### src/design/assert_macros.svh
// Assertion macros shared by the parser RTL
`ifndef ASSERT_MACROS_SVH
`define ASSERT_MACROS_SVH

// Check that a condition implies a consequence in the same cycle
`define ASSERT_IMPLIES(label, clock, resetn, cond, cons) \
    label: assert property (@(posedge clock) disable iff (!(resetn)) (cond) |-> (cons)) \
        else $error("same-cycle implication failed");

// Check that a condition implies a consequence in the next cycle
`define ASSERT_NEXT(label, clock, resetn, cond, cons) \
    label: assert property (@(posedge clock) disable iff (!(resetn)) (cond) |=> (cons)) \
        else $error("next-cycle implication failed");

`endif

### src/design/swfp_pkg.sv
// Types, codes and the known-tag lookup for the tag stream parser
`timescale 1ns / 1ps

package swfp_pkg;

    typedef enum logic [3:0] {
        PH_SIG     = 4'd0,
        PH_FIXED   = 4'd1,
        PH_RECT    = 4'd2,
        PH_PRE     = 4'd3,
        PH_TAG_LO  = 4'd4,
        PH_TAG_HI  = 4'd5,
        PH_LONG    = 4'd6,
        PH_PAYLOAD = 4'd7,
        PH_DONE    = 4'd8
    } phase_t;

    typedef enum logic [1:0] {
        EV_TAG   = 2'd0,
        EV_END   = 2'd1,
        EV_ERROR = 2'd2
    } event_t;

    localparam logic [7:0] SIG_F = 8'h46;
    localparam logic [7:0] SIG_W = 8'h57;
    localparam logic [7:0] SIG_S = 8'h53;

    localparam logic [31:0] FIXED_SKIP = 32'd5;
    localparam logic [31:0] PRE_SKIP   = 32'd3;
    localparam logic [7:0]  RECT_BIAS  = 8'd12;
    localparam logic [5:0]  LONG_FORM  = 6'h3f;

    function automatic logic [7:0] sig_byte(input logic [1:0] idx);
        logic [7:0] r;
        case (idx)
            2'd0:    r = SIG_F;
            2'd1:    r = SIG_W;
            default: r = SIG_S;
        endcase
        return r;
    endfunction

    function automatic logic is_known(input logic [9:0] code);
        logic r;
        case (code) inside
            10'd1, 10'd2, 10'd9, 10'd20, 10'd22, 10'd32, 10'd33, 10'd34,
            10'd36, 10'd37, 10'd39, 10'd43, 10'd56, 10'd65, 10'd69, 10'd73,
            10'd74, 10'd75, 10'd76, 10'd77, 10'd78, 10'd82, 10'd83, 10'd88:
                r = 1'b1;
            default:
                r = 1'b0;
        endcase
        return r;
    endfunction

endpackage

### src/design/swf_tag_stream_parser.sv
// Byte-serial SWF tag header parser with input and result registers
// A result is valid in the cycle after the parse stage processes its header's last beat.
// Throughput: one byte per cycle; the parse stage updates all state in one pass.
// Stalls from the result side hold the parse stage and back up to the input.
// Reset (rst_n low, asynchronous) clears both stages and returns the parser to
// the signature check at offset zero; start_of_file does the same per file.
`timescale 1ns / 1ps
`include "assert_macros.svh"

module swf_tag_stream_parser #(
    parameter int OFFSET_BITS = 32
) (
    input  logic        clk,
    input  logic        rst_n,
    input  logic        in_valid,
    output logic        in_stall,
    input  logic [7:0]  data_byte,
    input  logic        start_of_file,
    output logic        out_valid,
    input  logic        out_stall,
    output logic [1:0]  event_kind,
    output logic [31:0] tag_offset,
    output logic [9:0]  tag_type,
    output logic [31:0] tag_length,
    output logic        known_type
);

    localparam int TW = (OFFSET_BITS < 32) ? OFFSET_BITS : 32;

    logic                   s1_valid_reg;
    logic [7:0]             s1_byte_reg;
    logic                   s1_sof_reg;

    swfp_pkg::phase_t       phase_reg, phase_next, phase_cur;
    logic [1:0]             fc_reg, fc_next, fc_cur;
    logic [31:0]            skip_reg, skip_next, skip_cur;
    logic [OFFSET_BITS-1:0] offset_reg, offset_next, offset_cur;
    logic [15:0]            hw_reg, hw_next, hw_cur;
    logic [31:0]            accum_reg, accum_next, accum_cur;
    logic [TW-1:0]          start_reg, start_next, start_cur;

    logic                   out_valid_reg;
    swfp_pkg::event_t       kind_reg, kind_next;
    logic [31:0]            toff_reg, toff_next;
    logic [9:0]             code_reg, code_next;
    logic [31:0]            len_reg, len_next;
    logic                   known_reg, known_next;
    logic                   emit;

    logic                   out_free;
    logic                   advance;
    logic [15:0]            hw_full;
    logic [9:0]             hdr_code;
    logic [5:0]             hdr_slen;
    logic [7:0]             rect_sum;
    logic [31:0]            accum_new;

    assign out_free = !out_valid_reg || !out_stall;
    assign advance  = s1_valid_reg && out_free;
    assign in_stall = s1_valid_reg && !out_free;

    // hold the beat while the parse stage is blocked
    always_ff @(posedge clk or negedge rst_n)
    begin
        if (!rst_n)
        begin
            s1_valid_reg <= 1'b0;
        end
        else if (!in_stall)
        begin
            s1_valid_reg <= in_valid;
        end
    end

    always_ff @(posedge clk)
    begin
        if (in_valid && !in_stall)
        begin
            s1_byte_reg <= data_byte;
            s1_sof_reg  <= start_of_file;
        end
    end

    // restart from reset values at a file start
    always_comb
    begin
        if (s1_sof_reg)
        begin
            phase_cur  = swfp_pkg::PH_SIG;
            fc_cur     = '0;
            skip_cur   = '0;
            offset_cur = '0;
            hw_cur     = '0;
            accum_cur  = '0;
            start_cur  = '0;
        end
        else
        begin
            phase_cur  = phase_reg;
            fc_cur     = fc_reg;
            skip_cur   = skip_reg;
            offset_cur = offset_reg;
            hw_cur     = hw_reg;
            accum_cur  = accum_reg;
            start_cur  = start_reg;
        end
    end

    assign hw_full   = {s1_byte_reg, hw_cur[7:0]};
    assign hdr_code  = hw_full[15:6];
    assign hdr_slen  = hw_full[5:0];
    assign rect_sum  = swfp_pkg::RECT_BIAS + {1'b0, s1_byte_reg[7:3], 2'b00};
    assign accum_new = accum_cur | (32'(s1_byte_reg) << {fc_cur, 3'b000});

    always_comb
    begin
        phase_next  = phase_cur;
        fc_next     = fc_cur;
        skip_next   = skip_cur;
        offset_next = offset_cur + OFFSET_BITS'(1);
        hw_next     = hw_cur;
        accum_next  = accum_cur;
        start_next  = start_cur;

        unique case (phase_cur)
            swfp_pkg::PH_SIG:
            begin
                if (s1_byte_reg != swfp_pkg::sig_byte(fc_cur))
                begin
                    phase_next = swfp_pkg::PH_DONE;
                end
                else if (fc_cur == 2'd2)
                begin
                    fc_next    = '0;
                    skip_next  = swfp_pkg::FIXED_SKIP;
                    phase_next = swfp_pkg::PH_FIXED;
                end
                else
                begin
                    fc_next = fc_cur + 2'd1;
                end
            end
            swfp_pkg::PH_FIXED:
            begin
                skip_next = skip_cur - 32'd1;
                if (skip_cur == 32'd1)
                begin
                    phase_next = swfp_pkg::PH_RECT;
                end
            end
            swfp_pkg::PH_RECT:
            begin
                skip_next  = 32'(rect_sum[7:3]) + swfp_pkg::PRE_SKIP;
                phase_next = swfp_pkg::PH_PRE;
            end
            swfp_pkg::PH_PRE:
            begin
                skip_next = skip_cur - 32'd1;
                if (skip_cur == 32'd1)
                begin
                    phase_next = swfp_pkg::PH_TAG_LO;
                end
            end
            swfp_pkg::PH_TAG_LO:
            begin
                start_next = offset_cur[TW-1:0];
                hw_next    = {8'h00, s1_byte_reg};
                phase_next = swfp_pkg::PH_TAG_HI;
            end
            swfp_pkg::PH_TAG_HI:
            begin
                hw_next = hw_full;
                if (hdr_code == 10'd0)
                begin
                    phase_next = swfp_pkg::PH_DONE;
                end
                else if (hdr_slen == swfp_pkg::LONG_FORM)
                begin
                    accum_next = '0;
                    fc_next    = '0;
                    phase_next = swfp_pkg::PH_LONG;
                end
                else
                begin
                    skip_next  = 32'(hdr_slen);
                    phase_next = (hdr_slen == 6'd0) ? swfp_pkg::PH_TAG_LO
                                                    : swfp_pkg::PH_PAYLOAD;
                end
            end
            swfp_pkg::PH_LONG:
            begin
                accum_next = accum_new;
                if (fc_cur == 2'd3)
                begin
                    fc_next    = '0;
                    skip_next  = accum_new;
                    phase_next = (accum_new == 32'd0) ? swfp_pkg::PH_TAG_LO
                                                      : swfp_pkg::PH_PAYLOAD;
                end
                else
                begin
                    fc_next = fc_cur + 2'd1;
                end
            end
            swfp_pkg::PH_PAYLOAD:
            begin
                skip_next = skip_cur - 32'd1;
                if (skip_cur == 32'd1)
                begin
                    phase_next = swfp_pkg::PH_TAG_LO;
                end
            end
            default:
            begin
                phase_next = swfp_pkg::PH_DONE;
            end
        endcase
    end

    always_comb
    begin
        emit       = 1'b0;
        kind_next  = swfp_pkg::EV_TAG;
        toff_next  = 32'(start_cur);
        code_next  = '0;
        len_next   = '0;
        known_next = 1'b0;

        unique case (phase_cur)
            swfp_pkg::PH_SIG:
            begin
                if (s1_byte_reg != swfp_pkg::sig_byte(fc_cur))
                begin
                    emit      = 1'b1;
                    kind_next = swfp_pkg::EV_ERROR;
                    toff_next = 32'(offset_cur[TW-1:0]);
                end
            end
            swfp_pkg::PH_TAG_HI:
            begin
                if (hdr_code == 10'd0)
                begin
                    emit      = 1'b1;
                    kind_next = swfp_pkg::EV_END;
                    len_next  = 32'(hdr_slen);
                end
                else if (hdr_slen != swfp_pkg::LONG_FORM)
                begin
                    emit       = 1'b1;
                    code_next  = hdr_code;
                    len_next   = 32'(hdr_slen);
                    known_next = swfp_pkg::is_known(hdr_code);
                end
            end
            swfp_pkg::PH_LONG:
            begin
                if (fc_cur == 2'd3)
                begin
                    emit       = 1'b1;
                    code_next  = hw_cur[15:6];
                    len_next   = accum_new;
                    known_next = swfp_pkg::is_known(hw_cur[15:6]);
                end
            end
            default:
            begin
                emit = 1'b0;
            end
        endcase
    end

    // advance parser state on each processed beat
    always_ff @(posedge clk or negedge rst_n)
    begin
        if (!rst_n)
        begin
            phase_reg  <= swfp_pkg::PH_SIG;
            fc_reg     <= '0;
            skip_reg   <= '0;
            offset_reg <= '0;
            hw_reg     <= '0;
            accum_reg  <= '0;
            start_reg  <= '0;
        end
        else if (advance)
        begin
            phase_reg  <= phase_next;
            fc_reg     <= fc_next;
            skip_reg   <= skip_next;
            offset_reg <= offset_next;
            hw_reg     <= hw_next;
            accum_reg  <= accum_next;
            start_reg  <= start_next;
        end
    end

    always_ff @(posedge clk or negedge rst_n)
    begin
        if (!rst_n)
        begin
            out_valid_reg <= 1'b0;
        end
        else if (out_free)
        begin
            out_valid_reg <= advance && emit;
        end
    end

    always_ff @(posedge clk)
    begin
        if (advance && emit)
        begin
            kind_reg  <= kind_next;
            toff_reg  <= toff_next;
            code_reg  <= code_next;
            len_reg   <= len_next;
            known_reg <= known_next;
        end
    end

    assign out_valid  = out_valid_reg;
    assign event_kind = kind_reg;
    assign tag_offset = toff_reg;
    assign tag_type   = code_reg;
    assign tag_length = len_reg;
    assign known_type = known_reg;

    `ASSERT_IMPLIES(a_stall_cause, clk, rst_n, in_stall,
        s1_valid_reg && out_valid_reg && out_stall)
    `ASSERT_IMPLIES(a_known_only_tag, clk, rst_n,
        out_valid && (event_kind != swfp_pkg::EV_TAG), !known_type && (tag_type == 10'd0))
    `ASSERT_NEXT(a_done_silent, clk, rst_n,
        advance && (phase_reg == swfp_pkg::PH_DONE) && !s1_sof_reg && !out_valid_reg,
        !out_valid_reg)

endmodule
### config.mk
export PLATFORM = sky130hd
export DESIGN_NAME = swf_tag_stream_parser
export DESIGN_NICKNAME = d
export VERILOG_FILES = /design/src/design/swfp_pkg.sv /design/src/design/swf_tag_stream_parser.sv
export VERILOG_INCLUDE_DIRS = /design/src /design/src/design
export SDC_FILE = /design/constraint.sdc
export NUM_CORES = 1
export LEC_CHECK = 0
export ABC_AREA = 1
export BUFFER_PORTS_ARGS = -buffer_cell sky130_fd_sc_hd__buf_2
export CAP_MARGIN = 20
export CELL_PAD_IN_SITES_DETAIL_PLACEMENT = 1
export CELL_PAD_IN_SITES_GLOBAL_PLACEMENT = 1
export CORE_MARGIN = 3
export CORE_UTILIZATION = 30
export DETAILED_ROUTE_END_ITERATION = 16
export HOLD_SLACK_MARGIN = 0.12
export PLACE_DENSITY = 0.54
export REMOVE_ABC_BUFFERS = 1
export SYNTH_ARGS = -nofsm -noshare
export SYNTH_HDL_FRONTEND = slang
export SYNTH_SLANG_ARGS = --single-unit
### constraint.sdc
create_clock -name clk -period 7.9 [get_ports clk]
set_input_delay 0.79 -clock clk [delete_from_list [all_inputs] [get_ports clk]]
set_output_delay 0.79 -clock clk [all_outputs]
set_load 0.01 [all_outputs]
# Yosys cells after proc, flatten, opt, wreduce, memory -nomap -nowiden

Cells that the tools add are included.

Add/subtract/negate cells: 5
$mul: 0
Divide/modulo/power cells: 0
$lt $le $gt $ge: 0
Eq/ne operators: 62
Shift-type cells: 1
Multiplexer cells: 60
Bitwise logic cells: 1
Reductions and logical operators: 18

Operator list:

| cell                                                                    | count |
|---|---|
| 32-bit 2-to-1 mux                                                       | 15 |
| 10-bit by 7-bit equality test with 1-bit output (second input constant) | 22 |
| 10-bit by 6-bit equality test with 1-bit output (second input constant) | 16 |
| 32-bit one-hot mux with 5 select lines                                  | 1 |
| 32-bit one-hot mux with 2 select lines                                  | 2 |
| 24-bit OR reduction                                                     | 2 |
| 10-bit by 5-bit equality test with 1-bit output (second input constant) | 4 |
| 32-bit by 1-bit adder with 32-bit output (second input constant)        | 1 |
| 32-bit by 1-bit equality test with 1-bit output (second input constant) | 1 |
| 32-bit zero test                                                        | 1 |
| 32-bit bitwise OR                                                       | 1 |
| 16-bit one-hot mux with 2 select lines                                  | 1 |
| 8-bit by 5-bit left shift with 32-bit output                            | 1 |
| 32-bit by 1-bit subtractor with 32-bit output (second input constant)   | 1 |
| 10-bit 2-to-1 mux                                                       | 3 |
| 4-bit 2-to-1 mux                                                        | 7 |
| 4-bit one-hot mux with 7 select lines                                   | 1 |
| 10-bit by 1-bit equality test with 1-bit output (second input constant) | 2 |
| 10-bit by 2-bit equality test with 1-bit output (second input constant) | 2 |
| 10-bit by 4-bit equality test with 1-bit output (second input constant) | 2 |
| 2-bit 2-to-1 mux                                                        | 10 |
| 10-bit one-hot mux with 2 select lines                                  | 1 |
| 4-bit by 3-bit equality test with 1-bit output (second input constant)  | 4 |
| 16-bit 2-to-1 mux                                                       | 1 |
| 27 further kinds                                                        | 45 |

Register bits: 238
Bits in latches: 0
Bits in writable memories: 0
Memory bits (read-only): 0
Logic and storage cells: 163
Memories: 0

# Depth between registers and ports, before layout

Gate-level depths: netlist of run 1.

Word-level depth: 8
Mapped depth: 21
Gate-level depth less buffers: 17

# Worst setup path after synthesis of run 1

OpenSTA, ideal clock, no wires.

Path kind: reg-to-reg
Start point: register s1_sof_reg
End point: register kind_reg[0] (netlist: event_kind[0]), enable pin
Arrival: 5.077 ns
Required time: 7.387 ns
Slack: 2.310 ns
Cell stages (with the launch flop): 17
Buffers on the path: 4
Clock period less this slack: 5.590 ns
Cell sequence: edfxtp_1 -> buf_6 -> inv_4 -> buf_8 -> buf_12 -> nand2_1 -> buf_4 -> ha_1 -> nand2_1 -> nand2_1 -> nand2_1 -> nor2_1 -> nand2_1 -> nand2_1 -> nand2_1 -> nor2_1 -> nor2_1

Cells in the longest elaborated chain, start to end: 8

RTL lines:

| what                                                                              | RTL line                     | text |
|---|---|---|
| start, declared                                                                   | swf_tag_stream_parser.sv:32  | `logic s1_sof_reg;` |
| start signal, assigned                                                            | swf_tag_stream_parser.sv:80  | `s1_sof_reg <= start_of_file;` |
| 2-bit 2-to-1 mux                                                                  | swf_tag_stream_parser.sv:87  | `if (s1_sof_reg)` |
| 2-bit by 1-bit equality test with 1-bit output or 2-bit zero test (tied branches) | swfp_pkg.sv:35               | `case (idx)` |
| 5-bit one-hot mux with 2 select lines                                             | swfp_pkg.sv:35               |  |
| 8-bit 2-to-1 mux                                                                  | swf_tag_stream_parser.sv:229 | `unique case (phase_cur)` |
| 8-bit != test                                                                     | swf_tag_stream_parser.sv:232 | `if (s1_byte_reg != swfp_pkg::sig_byte(fc_cur))` |
| 1-bit 2-to-1 mux                                                                  | swf_tag_stream_parser.sv:232 |  |
| 1-bit one-hot mux with 3 select lines (*)                                         | swf_tag_stream_parser.sv:229 |  |
| 1-bit logical AND (*)                                                             | swf_tag_stream_parser.sv:311 | `if (advance && emit)` |
| end signal, assigned                                                              | swf_tag_stream_parser.sv:313 | `kind_reg <= kind_next;` |
| end, declared                                                                     | swf_tag_stream_parser.sv:43  | `swfp_pkg::event_t kind_reg, kind_next;` |

Every way passes the cells marked *; elsewhere a longest branch is shown, timed or not. The select of a mux whose other input is x is not followed.
A chain may end at the register's enable or synchronous reset.

# Final worst setup path of run 1

Start point: register s1_sof_reg
End point: register len_reg[23] (netlist: tag_length[23]), enable pin

Cells in the longest elaborated chain, start to end: 8

RTL lines:

| what                                                                              | RTL line                     | text |
|---|---|---|
| 2-bit 2-to-1 mux                                                                  | swf_tag_stream_parser.sv:87  |  |
| 2-bit by 1-bit equality test with 1-bit output or 2-bit zero test (tied branches) | swfp_pkg.sv:35               |  |
| 5-bit one-hot mux with 2 select lines                                             | swfp_pkg.sv:35               |  |
| 8-bit 2-to-1 mux                                                                  | swf_tag_stream_parser.sv:229 |  |
| 8-bit != test                                                                     | swf_tag_stream_parser.sv:232 |  |
| 1-bit 2-to-1 mux                                                                  | swf_tag_stream_parser.sv:232 |  |
| 1-bit one-hot mux with 3 select lines (*)                                         | swf_tag_stream_parser.sv:229 |  |
| 1-bit logical AND (*)                                                             | swf_tag_stream_parser.sv:311 |  |
| end signal, assigned                                                              | swf_tag_stream_parser.sv:316 | `len_reg <= len_next;` |
| end, declared                                                                     | swf_tag_stream_parser.sv:46  | `logic [31:0] len_reg, len_next;` |

Marks and branches as above.

==> results.md, run 1 <==
* P_sw at 1.43 mW
* Skew final at 14.3 ps
* Final setup vio count at 0
* Comb pwr share at 0.256
* Final hold viol count at 0
* Max-cap violations at 0
* DR pass1 iterations at 5
* Cells on worst reg2reg path at 16
* Crit path max-delay cell type: buf_4
* Power Dens Cells at 246 nW/um^2
* Final TNS setup at 0 ps
* Startpoint Class: register
* Critical Path, Cell by Cell: inv_4 -> buf_4 -> nand2_1 -> ha_1 -> nand2_1 -> nand2_1 -> nand2_1 -> nor2_1 -> nand2_1 -> nand2_2 -> buf_4 -> nand2_1 -> nor2_1 -> nor2_4 -> buf_4 -> buf_4
* Post-CTS Setup Bufs at 0
* Cts bufs inserted at 30
* HPWL Detailed at 35500 um
* Die X-Extent at 222 um
* Clock network fraction of total power at 0.361
* Critical Path Sink Type: register
* Routed vias/inst at 5.13
* Maximum VDD drop at 0.148 mV
* Fillers at 5708
* Multi-input logic area at 6520 um^2
* Post-synthesis instance area at 14100 um^2
* Root buffer cell: clkbuf_16
* Post-synthesis average cell area at 7.43 um^2
* Asr flop ratio synth at 0.639
* Vias post-DR at 13120
* First-pass GRT wire length at 82200 um
* Worst Max-Slew Pin Slew at 1040 ps
* Switching Share at 0.364
* # rows at 78
* Relative slew slack at 0.306
* Unrepaired setup endpoints after global routing: false
* Clock Tree Buf Depth at 3
* Peak fanout along the critical path at 55
* First DRT Iteration DRCs at 789
* Place WS at 3160 ps
* Layout area overhead at 13.1%
* Fin nets at 1957
* Die area at 49500 um^2
* Worst Path Required at 8110 ps
* Initial antenna violation count at 0
* Main flop type after synthesis: dfrtp_1
* Final WL at 52300 um
* # placed instances at 2504
* Critical path's largest stage delay at 570 ps
* Number of synthesized flops with an enable pin at 86
* Die Ht at 222 um
* Post-synthesis instance total at 1893
* CTS Sinks at 238
* Layout cell share with drive strength beyond 1 at 0.117
* H-Tree Level Count at 1
* DRT antenna net count at 0
* Non-filler cells, final at 2560
* PortBufs at 91
* Reg clk slew, reported paths at 60 ps
* Cell mode on critical path: nand2_1
* FF/Latch Area at 6390 um^2
* F_max at 217 MHz
* WHS at 291 ps
* Post-route setup slack at 3280 ps
* Sequential share of the synthesized area at 0.454
* Reg power frac at 0.383
* Gr ovfl total at 0
* CP Class: reg2reg
* Hold Crit Class: in2async
* Int Pwr at 2.49 mW
* Final min period at 4620 ps
* Lkg Pwr at 6.93 nW
* Worst Path Arrival at 4830 ps
* Vias in the first global route at 13503
* #FFs+latches synth at 238
* Outcome: finished, final reports clean
* Gr usage total at 0.209
* # IOs at 92
* Largest net degree at the start of global routing at 68
* Max-slew violation count at 0
* Drt wl/cell at 20.4 um
* GP Congestion at 0.835
* Starting density of the core at 0.306
* Synth cell types at 47
* Post-route clock period utilization at 0.584
* CTS tree: done
* Post-cts resize count at 0
* Hold buffers post-CTS at 0
* DRC at 0
* Synth Warn # at 0
* CORE AREA at 45900 um^2
* Worst skew pair latency at 580 ps
* Ant diodes at 0
-- worst max-delay path: cells and delay by family, from the launching register on --
kind | cells | cell delay [ps]
flip-flops | 1 | 420
adder cells (fa/ha/maj) | 1 | 340
AND/OR/NAND/NOR | 10 | 1200
buffers and inverters | 5 | 2190
-- placed cells by master, fill, tap and decap left out, drive strengths merged, types with 2 or more instances in the layout --
master / Yosys / routed
clkinv: 1 / 12
nor3: 24 / 24
a31o: 2 / 2
o21ai: 183 / 183
nor2: 252 / 252
o32ai: 2 / 2
nor4: 4 / 4
xor2: 21 / 21
bufinv: 0 / 3
nand2: 602 / 602
o211ai: 33 / 33
nand4: 21 / 21
a22oi: 5 / 5
nand3: 90 / 90
inv: 179 / 179
dfrtp: 152 / 152
xnor2: 10 / 10
o22ai: 34 / 34
edfxtp: 86 / 86
ha: 8 / 8
a31oi: 36 / 36
buf: 42 / 107
clkbuf: 54 / 41
a21oi: 44 / 44
a211oi: 2 / 2
-- final timing paths --
path | endpoint | start | slack (ps)
worst max-delay path | tag_length[23]$_DFFE_PP_ | s1_sof_reg$_DFFE_PP_ | 3280
worst min-delay path | hw_reg[11]$_DFFE_PN0P_ | rst_n | 290
worst max register to register | tag_length[23]$_DFFE_PP_ | s1_sof_reg$_DFFE_PP_ | 3280
worst min register to register | hw_reg[2]$_DFFE_PN0P_ | hw_reg[2]$_DFFE_PN0P_ | 480
max in group asynchronous | start_reg[21]$_DFFE_PN0P_ | rst_n | 6350
min in group clk | s1_byte_reg[6]$_DFFE_PP_ | data_byte[6] | 400
-- layer usage --
| layer | wire, um | up-vias | global-route usage |
|---|---|---|---|
| met5 | 0 | - | 0 |
| met4 | 906 | 0 | 0.0420 |
| met3 | 1770 | 55 | 0.0193 |
| met2 | 24500 | 206 | 0.347 |
| met1 | 25200 | 6554 | 0.300 |
| li1 | - | 6305 | - |
-- kinds of logic (layout without fill, tap and decap cells) --
family | count (synthesis) | count (layout) | share of synthesized area
AND/OR/NAND/NOR | 996 | 996 | 0.297
XOR/XNOR | 31 | 31 | 0.0193
flip-flops | 238 | 238 | 0.454
AO/OA/AOI/OAI | 344 | 344 | 0.138
adder cells (fa/ha/maj) | 8 | 8 | 0.00712
buffers and inverters | 276 | 343 | 0.0846
-- synthesized netlist by cell type, types with 2 or more instances --
cell type,n,area [um^2]
nand2_1,578,2170
nand2_4,2,22.5
nor4_1,4,25.0
dfrtp_1,152,3800
edfxtp_1,86,2580
o21ai_1,38,190
buf_6,8,90.1
nand3_1,86,430
buf_1,8,30.0
a31o_2,2,17.5
nor2_1,234,878
o22ai_1,34,213
nand2_2,22,138
a22oi_1,5,37.5
nor3_2,6,60.1
nor3_1,18,90.1
o211ai_1,33,248
a31oi_1,36,225
xor2_1,21,184
o21ai_0,144,721
nor2_4,9,101
buf_12,2,40.0
a21oi_1,43,215
buf_2,16,80.1
clkbuf_1,54,203
a211oi_1,2,15.0
buf_4,7,52.6
xnor2_1,10,87.6
ha_1,8,100
nor2_2,9,56.3
inv_1,163,612
nand3_2,3,30.0
inv_2,15,56.3
nand4_1,21,131
o32ai_1,2,17.5
-- power groups by stage --
stage / Combinational, mW / Sequential [mW] / Clock (mW)
final: 1.00 / 1.50 / 1.41
after floorplan: 0.543 / 1.55 / 0
after CTS: 1.02 / 1.50 / 1.46
after global routing: 1.12 / 1.51 / 1.51
after global placement: 1.01 / 1.52 / 0
after detailed placement: 1.02 / 1.52 / 0
-- stage by stage --
stage               area [um^2]  utilization  total power [mW]
finish                    15900        0.347              3.92
global route              15900        0.347              4.14
CTS                       15900        0.347              3.98
detailed placement        14900        0.325              2.54
global placement          14900        0.325              2.53
floorplan                 13500            -              2.10
-- final cells by class --
| type | count | area share |
|---|---|---|
| flip-flops and latches | 238 | 0.402 |
| inverters | 180 | 0.0428 |
| multi-input cells | 1379 | 0.410 |
| repair buffers | 107 | 0.0366 |
| clock inverters | 15 | 0.00928 |
| clock buffers | 41 | 0.0530 |
| well taps | 600 | 0.0472 |
(Power assumes the default switching activity.)
==> inputs of run 2 (changes only) <==
- clock period: 7.9 -> 4.77 ns (I/O delays scaled with it)
==> run 2 against run 1 <==
Net effect:
- setup slack worse by 2000 ps
- critical path type unchanged
- global-route usage is 0.19 points higher
- maximum frequency is 33% higher
- power is 66% higher
- sequential power is 65% higher
- sequential share of layout area is 0.50 points lower
- clock-buffer cell count is 4 higher
- via count is 1.2% higher
- highest routed layer unchanged
- clock power is 63% higher
- register-to-register slack worse by 2000 ps
- core utilization is 0.43 points higher
- design area is 1.3% higher
==> results.md, run 2 (same netlist as run 1, synthesis figures left out) <==
* GP Congestion at 0.869
* Routed vias/inst at 5.15
* Starting density of the core at 0.306
* Gr ovfl total at 0
* CTS Sinks at 238
* Final setup vio count at 0
* Reg clk slew, reported paths at 60 ps
* WHS at 357 ps
* Design area at 16100 um^2
* Vias in the first global route at 13646
* Outcome: finished, final reports clean
* Relative slew slack at 0.298
* Critical Path, Cell by Cell: inv_4 -> nand2_1 -> nor2_2 -> nand2_2 -> inv_1 -> buf_4 -> nand2_2 -> nand2_1 -> nor2_1 -> nor2_4 -> buf_4 -> buf_16
* Die area at 49500 um^2
* Post-DP Area at 15000 um^2
* Reg power frac at 0.382
* Max-cap violations at 0
* Post-CTS Setup Bufs at 0
* Drt wl/cell at 20.6 um
* Final Util at 0.351
* CTS tree: done
* Skew final at 13.7 ps
* Gr usage total at 0.211
* Non-filler cells, final at 2579
* Startpoint Class: register
* Final WL at 53100 um
* Worst Max-Slew Pin Slew at 1050 ps
* Most common cell after layout, fill and taps aside: nand2_1
* F_max at 289 MHz
* Root buffer cell: clkbuf_16
* PortBufs at 91
* Vias post-DR at 13273
* DR pass1 iterations at 6
* CP top delay family: buffers and inverters
* Die X-Extent at 222 um
* DRT antenna net count at 0
* Post-route clock period utilization at 0.725
* First-pass GRT wire length at 82800 um
* Critical path's largest stage delay at 500 ps
* # placed instances at 2512
* CP Class: reg2reg
* H-Tree Level Count at 1
* Final hold viol count at 0
* Lkg Pwr at 7.02 nW
* Max-slew violation count at 0
* P_sw at 2.34 mW
* Critical Path Sink Type: register
* Final TNS setup at 0 ps
* Post-cts resize count at 0
* DRC at 0
* Switching Share at 0.360
* Clock Tree Buf Depth at 3
* Unrepaired setup endpoints after global routing: false
* Initial antenna violation count at 0
* Place WS at 1310 ps
* Final min period at 3460 ps
* CORE AREA at 45900 um^2
* Int Pwr at 4.16 mW
* Ant diodes at 0
* Layout area overhead at 14.6%
* Power, Total at 6.50 mW
* Maximum VDD drop at 0.217 mV
* Fin nets at 1976
* Comb pwr share at 0.264
* Clock network fraction of total power at 0.354
* Die Ht at 222 um
* Worst skew pair latency at 570 ps
* # IOs at 92
* HPWL Detailed at 36400 um
* CP bufs+invs at 5
* Worst Path Required at 5010 ps
* Peak fanout along the critical path at 45
* Largest net degree at the start of global routing at 105
* # rows at 78
* Hold Crit Class: in2reg
* Power Dens Cells at 404 nW/um^2
* Post-route setup slack at 1310 ps
* Worst Path Arrival at 3700 ps
* First DRT Iteration DRCs at 807
* Crit path max-delay cell type: buf_4
* Most frequent cells in the layout: nand2_1 (576), nor2_1 (232), inv_1 (162)
* Cts bufs inserted at 30
* Layout cell share with drive strength beyond 1 at 0.118
* Fillers at 5646
run 2: changes by cell type in the layout (fill, tap and decap cells not counted), moves of 2 or more:
cell	previous run	this run
buf_12	0	2
buf_4	16	21
clkbuf_1	7	11
clkinv_2	7	3
dlygate4sd3_1	0	11
run 2: area by class of cell:
type / count / area [um^2] / area share
Sequential cell: 238 / 6390 / 0.397
Inverter: 180 / 681 / 0.0423
Tap cell: 600 / 751 / 0.0466
Multi-Input combinational cell: 1379 / 6510 / 0.404
Timing Repair Buffer: 126 / 797 / 0.0495
Clock buffer: 45 / 858 / 0.0533
Clock inverter: 11 / 124 / 0.00769
run 2: layer usage:
layer	track usage	vias up	part of all wire
li1	-	6346	-
met1	0.295	6639	0.48
met2	0.350	223	0.47
met3	0.0263	65	0.034
met4	0.0500	0	0.023
met5	0	-	0
run 2: worst register-to-register path, cell delays in order (launching register included):
cell and delay (ps):
edfxtp_1 420, inv_4 460, nand2_1 210, nor2_2 220, nand2_2 250, inv_1 120, buf_4 180, nand2_2 140
nand2_1 90, nor2_1 70, nor2_4 80, buf_4 500, buf_16 310
run 2: repair_timing:
item                                   4_1_cts  5_1_grt
hold buffers                                11        0
setup endpoints to repair                    0        0
endpoints found under the hold margin       87        0
run 2: power by group through the flow:
stage / logic [mW] / clock network (mW) / registers (mW)
global placement: 1.70 / 0 / 2.52
detailed placement: 1.72 / 0 / 2.52
finish: 1.72 / 2.30 / 2.48
CTS: 1.74 / 2.37 / 2.48
global route: 1.91 / 2.47 / 2.50
floorplan: 0.900 / 0 / 2.57
run 2: path summary, 6_finish.rpt:
path	start	to	slack [ps]	cells past startpoint
worst max-delay path	s1_sof_reg$_DFFE_PP_	tag_length[26]$_DFFE_PP_	1310	12
worst min-delay path	out_stall	out_valid$_DFFE_PN0N_	360	3
worst max register to register	s1_sof_reg$_DFFE_PP_	tag_length[26]$_DFFE_PP_	1310	12
worst min register to register	skip_reg[20]$_DFFE_PN0P_	skip_reg[20]$_DFFE_PN0P_	480	2
max in group asynchronous	rst_n	offset_reg[11]$_DFFE_PN0P_	3310	3
min in group asynchronous	rst_n	hw_reg[11]$_DFFE_PN0P_	510	2
==> inputs of run 3 (changes only) <==
- clock period: 4.77 -> 3.2 ns (I/O delays scaled with it)
==> run 3 against run 2 <==
Net effect:
- first-iteration DRC count decreased by 17%
- core utilization increased by 0.58 points
- sequential power up 48%
- power grew 51%
- register-to-register slack got worse by 930 ps
- critical path depth grew 2
- worst hold slack worse by 62 ps
- highest routed layer unchanged
- clock-buffer cell count shrank 2
==> results.md, run 3 (same netlist as run 1, synthesis figures left out) <==
* Outcome: finished, final reports clean
* PortBufs at 91
* Layout area overhead at 16.5%
* Relative slew slack at 0.471
* GP Congestion at 0.876
* # rows at 78
* H-Tree Level Count at 1
* Startpoint Class: register
* Max-cap violations at 0
* Post-CTS Setup Bufs at 0
* Critical Path, Cell by Cell: buf_12 -> nor2_1 -> inv_1 -> ha_1 -> nand3_1 -> inv_1 -> nand2_1 -> inv_2 -> nand2_2 -> nor2_4 -> nand2_1 -> nor2_1 -> o21ai_0 -> nand3_1
* CP Class: reg2reg
* Hold path depth at 3
* Most common cell after layout, fill and taps aside: nand2_1
* CORE AREA at 45900 um^2
* Root buffer cell: clkbuf_16
* First-pass GRT wire length at 84000 um
* Power Dens Cells at 600 nW/um^2
* Critical Path Sink Type: register
* CTS tree: done
* Die Ht at 222 um
* F_max at 355 MHz
* Crit path max-delay cell type: nor2_1
* Vias post-DR at 13286
* Cts bufs inserted at 31
* Skew final at 12.1 ps
* Worst Path Arrival at 3260 ps
* Critical path's largest stage delay at 530 ps
* Max-slew violation count at 0
* Most frequent cells in the layout: nand2_1 (576), nor2_1 (232), inv_1 (162)
* HPWL Detailed at 37200 um
* Cells on worst reg2reg path at 14
* Final WL at 53400 um
* Unrepaired setup endpoints after global routing: false
* Clock Tree Buf Depth at 3
* CP bufs+invs at 4
* Layout cell share with drive strength beyond 1 at 0.134
* Worst Max-Slew Pin Slew at 794 ps
* Place WS at 340 ps
* Vias in the first global route at 13960
* Initial antenna violation count at 0
* Final min period at 2820 ps
* Gr usage total at 0.214
* Drt wl/cell at 20.5 um
* Hold buffers post-CTS at 11
* Ant diodes at 0
* Worst Path Required at 3640 ps
* Largest net degree at the start of global routing at 119
* First DRT Iteration DRCs at 669
* DR pass1 iterations at 5
* Hold Crit Class: in2reg
* Maximum VDD drop at 0.419 mV
* Worst skew pair latency at 580 ps
* Die X-Extent at 222 um
* # IOs at 92
* Fin nets at 2007
* Final setup vio count at 0
* Post-route setup slack at 382 ps
* Die area at 49500 um^2
* Post-cts resize count at 0
* CP top delay family: simple AND/OR/NAND/NOR gates
* Stages on the worst setup path at 14
* DRC at 0
* Gr ovfl total at 0
* Power, Total at 9.83 mW
* Reg clk slew, reported paths at 60 ps
* Lkg Pwr at 7.19 nW
* Post-route clock period utilization at 0.881
* Final hold viol count at 0
* CTS Sinks at 238
* Starting density of the core at 0.306
* Routed vias/inst at 5.09
* Peak fanout along the critical path at 39
* DRT antenna net count at 0
-- run 3: worst paths after layout --
check                      slack (ps)                        to                     start
hold / removal                    300     out_valid$_DFFE_PN0N_                 out_stall
hold reg to reg                   490  skip_reg[29]$_DFFE_PN0P_  skip_reg[29]$_DFFE_PN0P_
min in group asynchronous         340    hw_reg[14]$_DFFE_PN0P_                     rst_n
setup / recovery                  380  skip_reg[28]$_DFFE_PN0P_      s1_sof_reg$_DFFE_PP_
max in group asynchronous        1890  skip_reg[21]$_DFFE_PN0P_                     rst_n
setup reg to reg                  380  skip_reg[28]$_DFFE_PN0P_      s1_sof_reg$_DFFE_PP_
-- run 3: stage by stage --
stage	TNS [ps]	std cells	area, um^2	utilization	hold WS [ps]
detailed placement	0	2542	15300	0.333	411
global placement	0	2542	15300	0.333	406
global route	0	2610	16400	0.357	281
floorplan	-633270	1797	13500	-	24.4
finish	0	2610	16400	0.357	296
CTS	0	2610	16400	0.357	274
-- run 3: report_power, final --
part           switching (mW)  total, mW  leakage (nW)  internal, mW
clock                    1.38       3.46         0.497          2.08
combinational            2.01       2.69          3.77         0.683
sequential              0.162       3.68          2.93          3.52
-- run 3: final cells by class --
cell class / instances / area, um^2
Clock inverter: 14 / 144
Tap cell: 600 / 751
Clock buffer: 43 / 851
Sequential cell: 238 / 6390
Multi-Input combinational cell: 1379 / 6510
Inverter: 180 / 681
Fill cell: 5666 / 29500
Timing Repair Buffer: 156 / 1050
-- run 3: routing by layer --
layer,vias up,part of all wire,global-route usage
met2,200,0.48,0.367
li1,6408,-,-
met3,73,0.034,0.0240
met1,6605,0.46,0.291
met5,-,0,0
met4,0,0.021,0.0507
-- run 3: worst reg2reg max path, stage by stage (launching register included) --
cell and delay (ps):
edfxtp_1 460, buf_12 230, nor2_1 540, inv_1 170, ha_1 270, nand3_1 180
inv_1 60, nand2_1 140, inv_2 70, nand2_2 90, nor2_4 60, nand2_1 120
nor2_1 60, o21ai_0 140, nand3_1 110
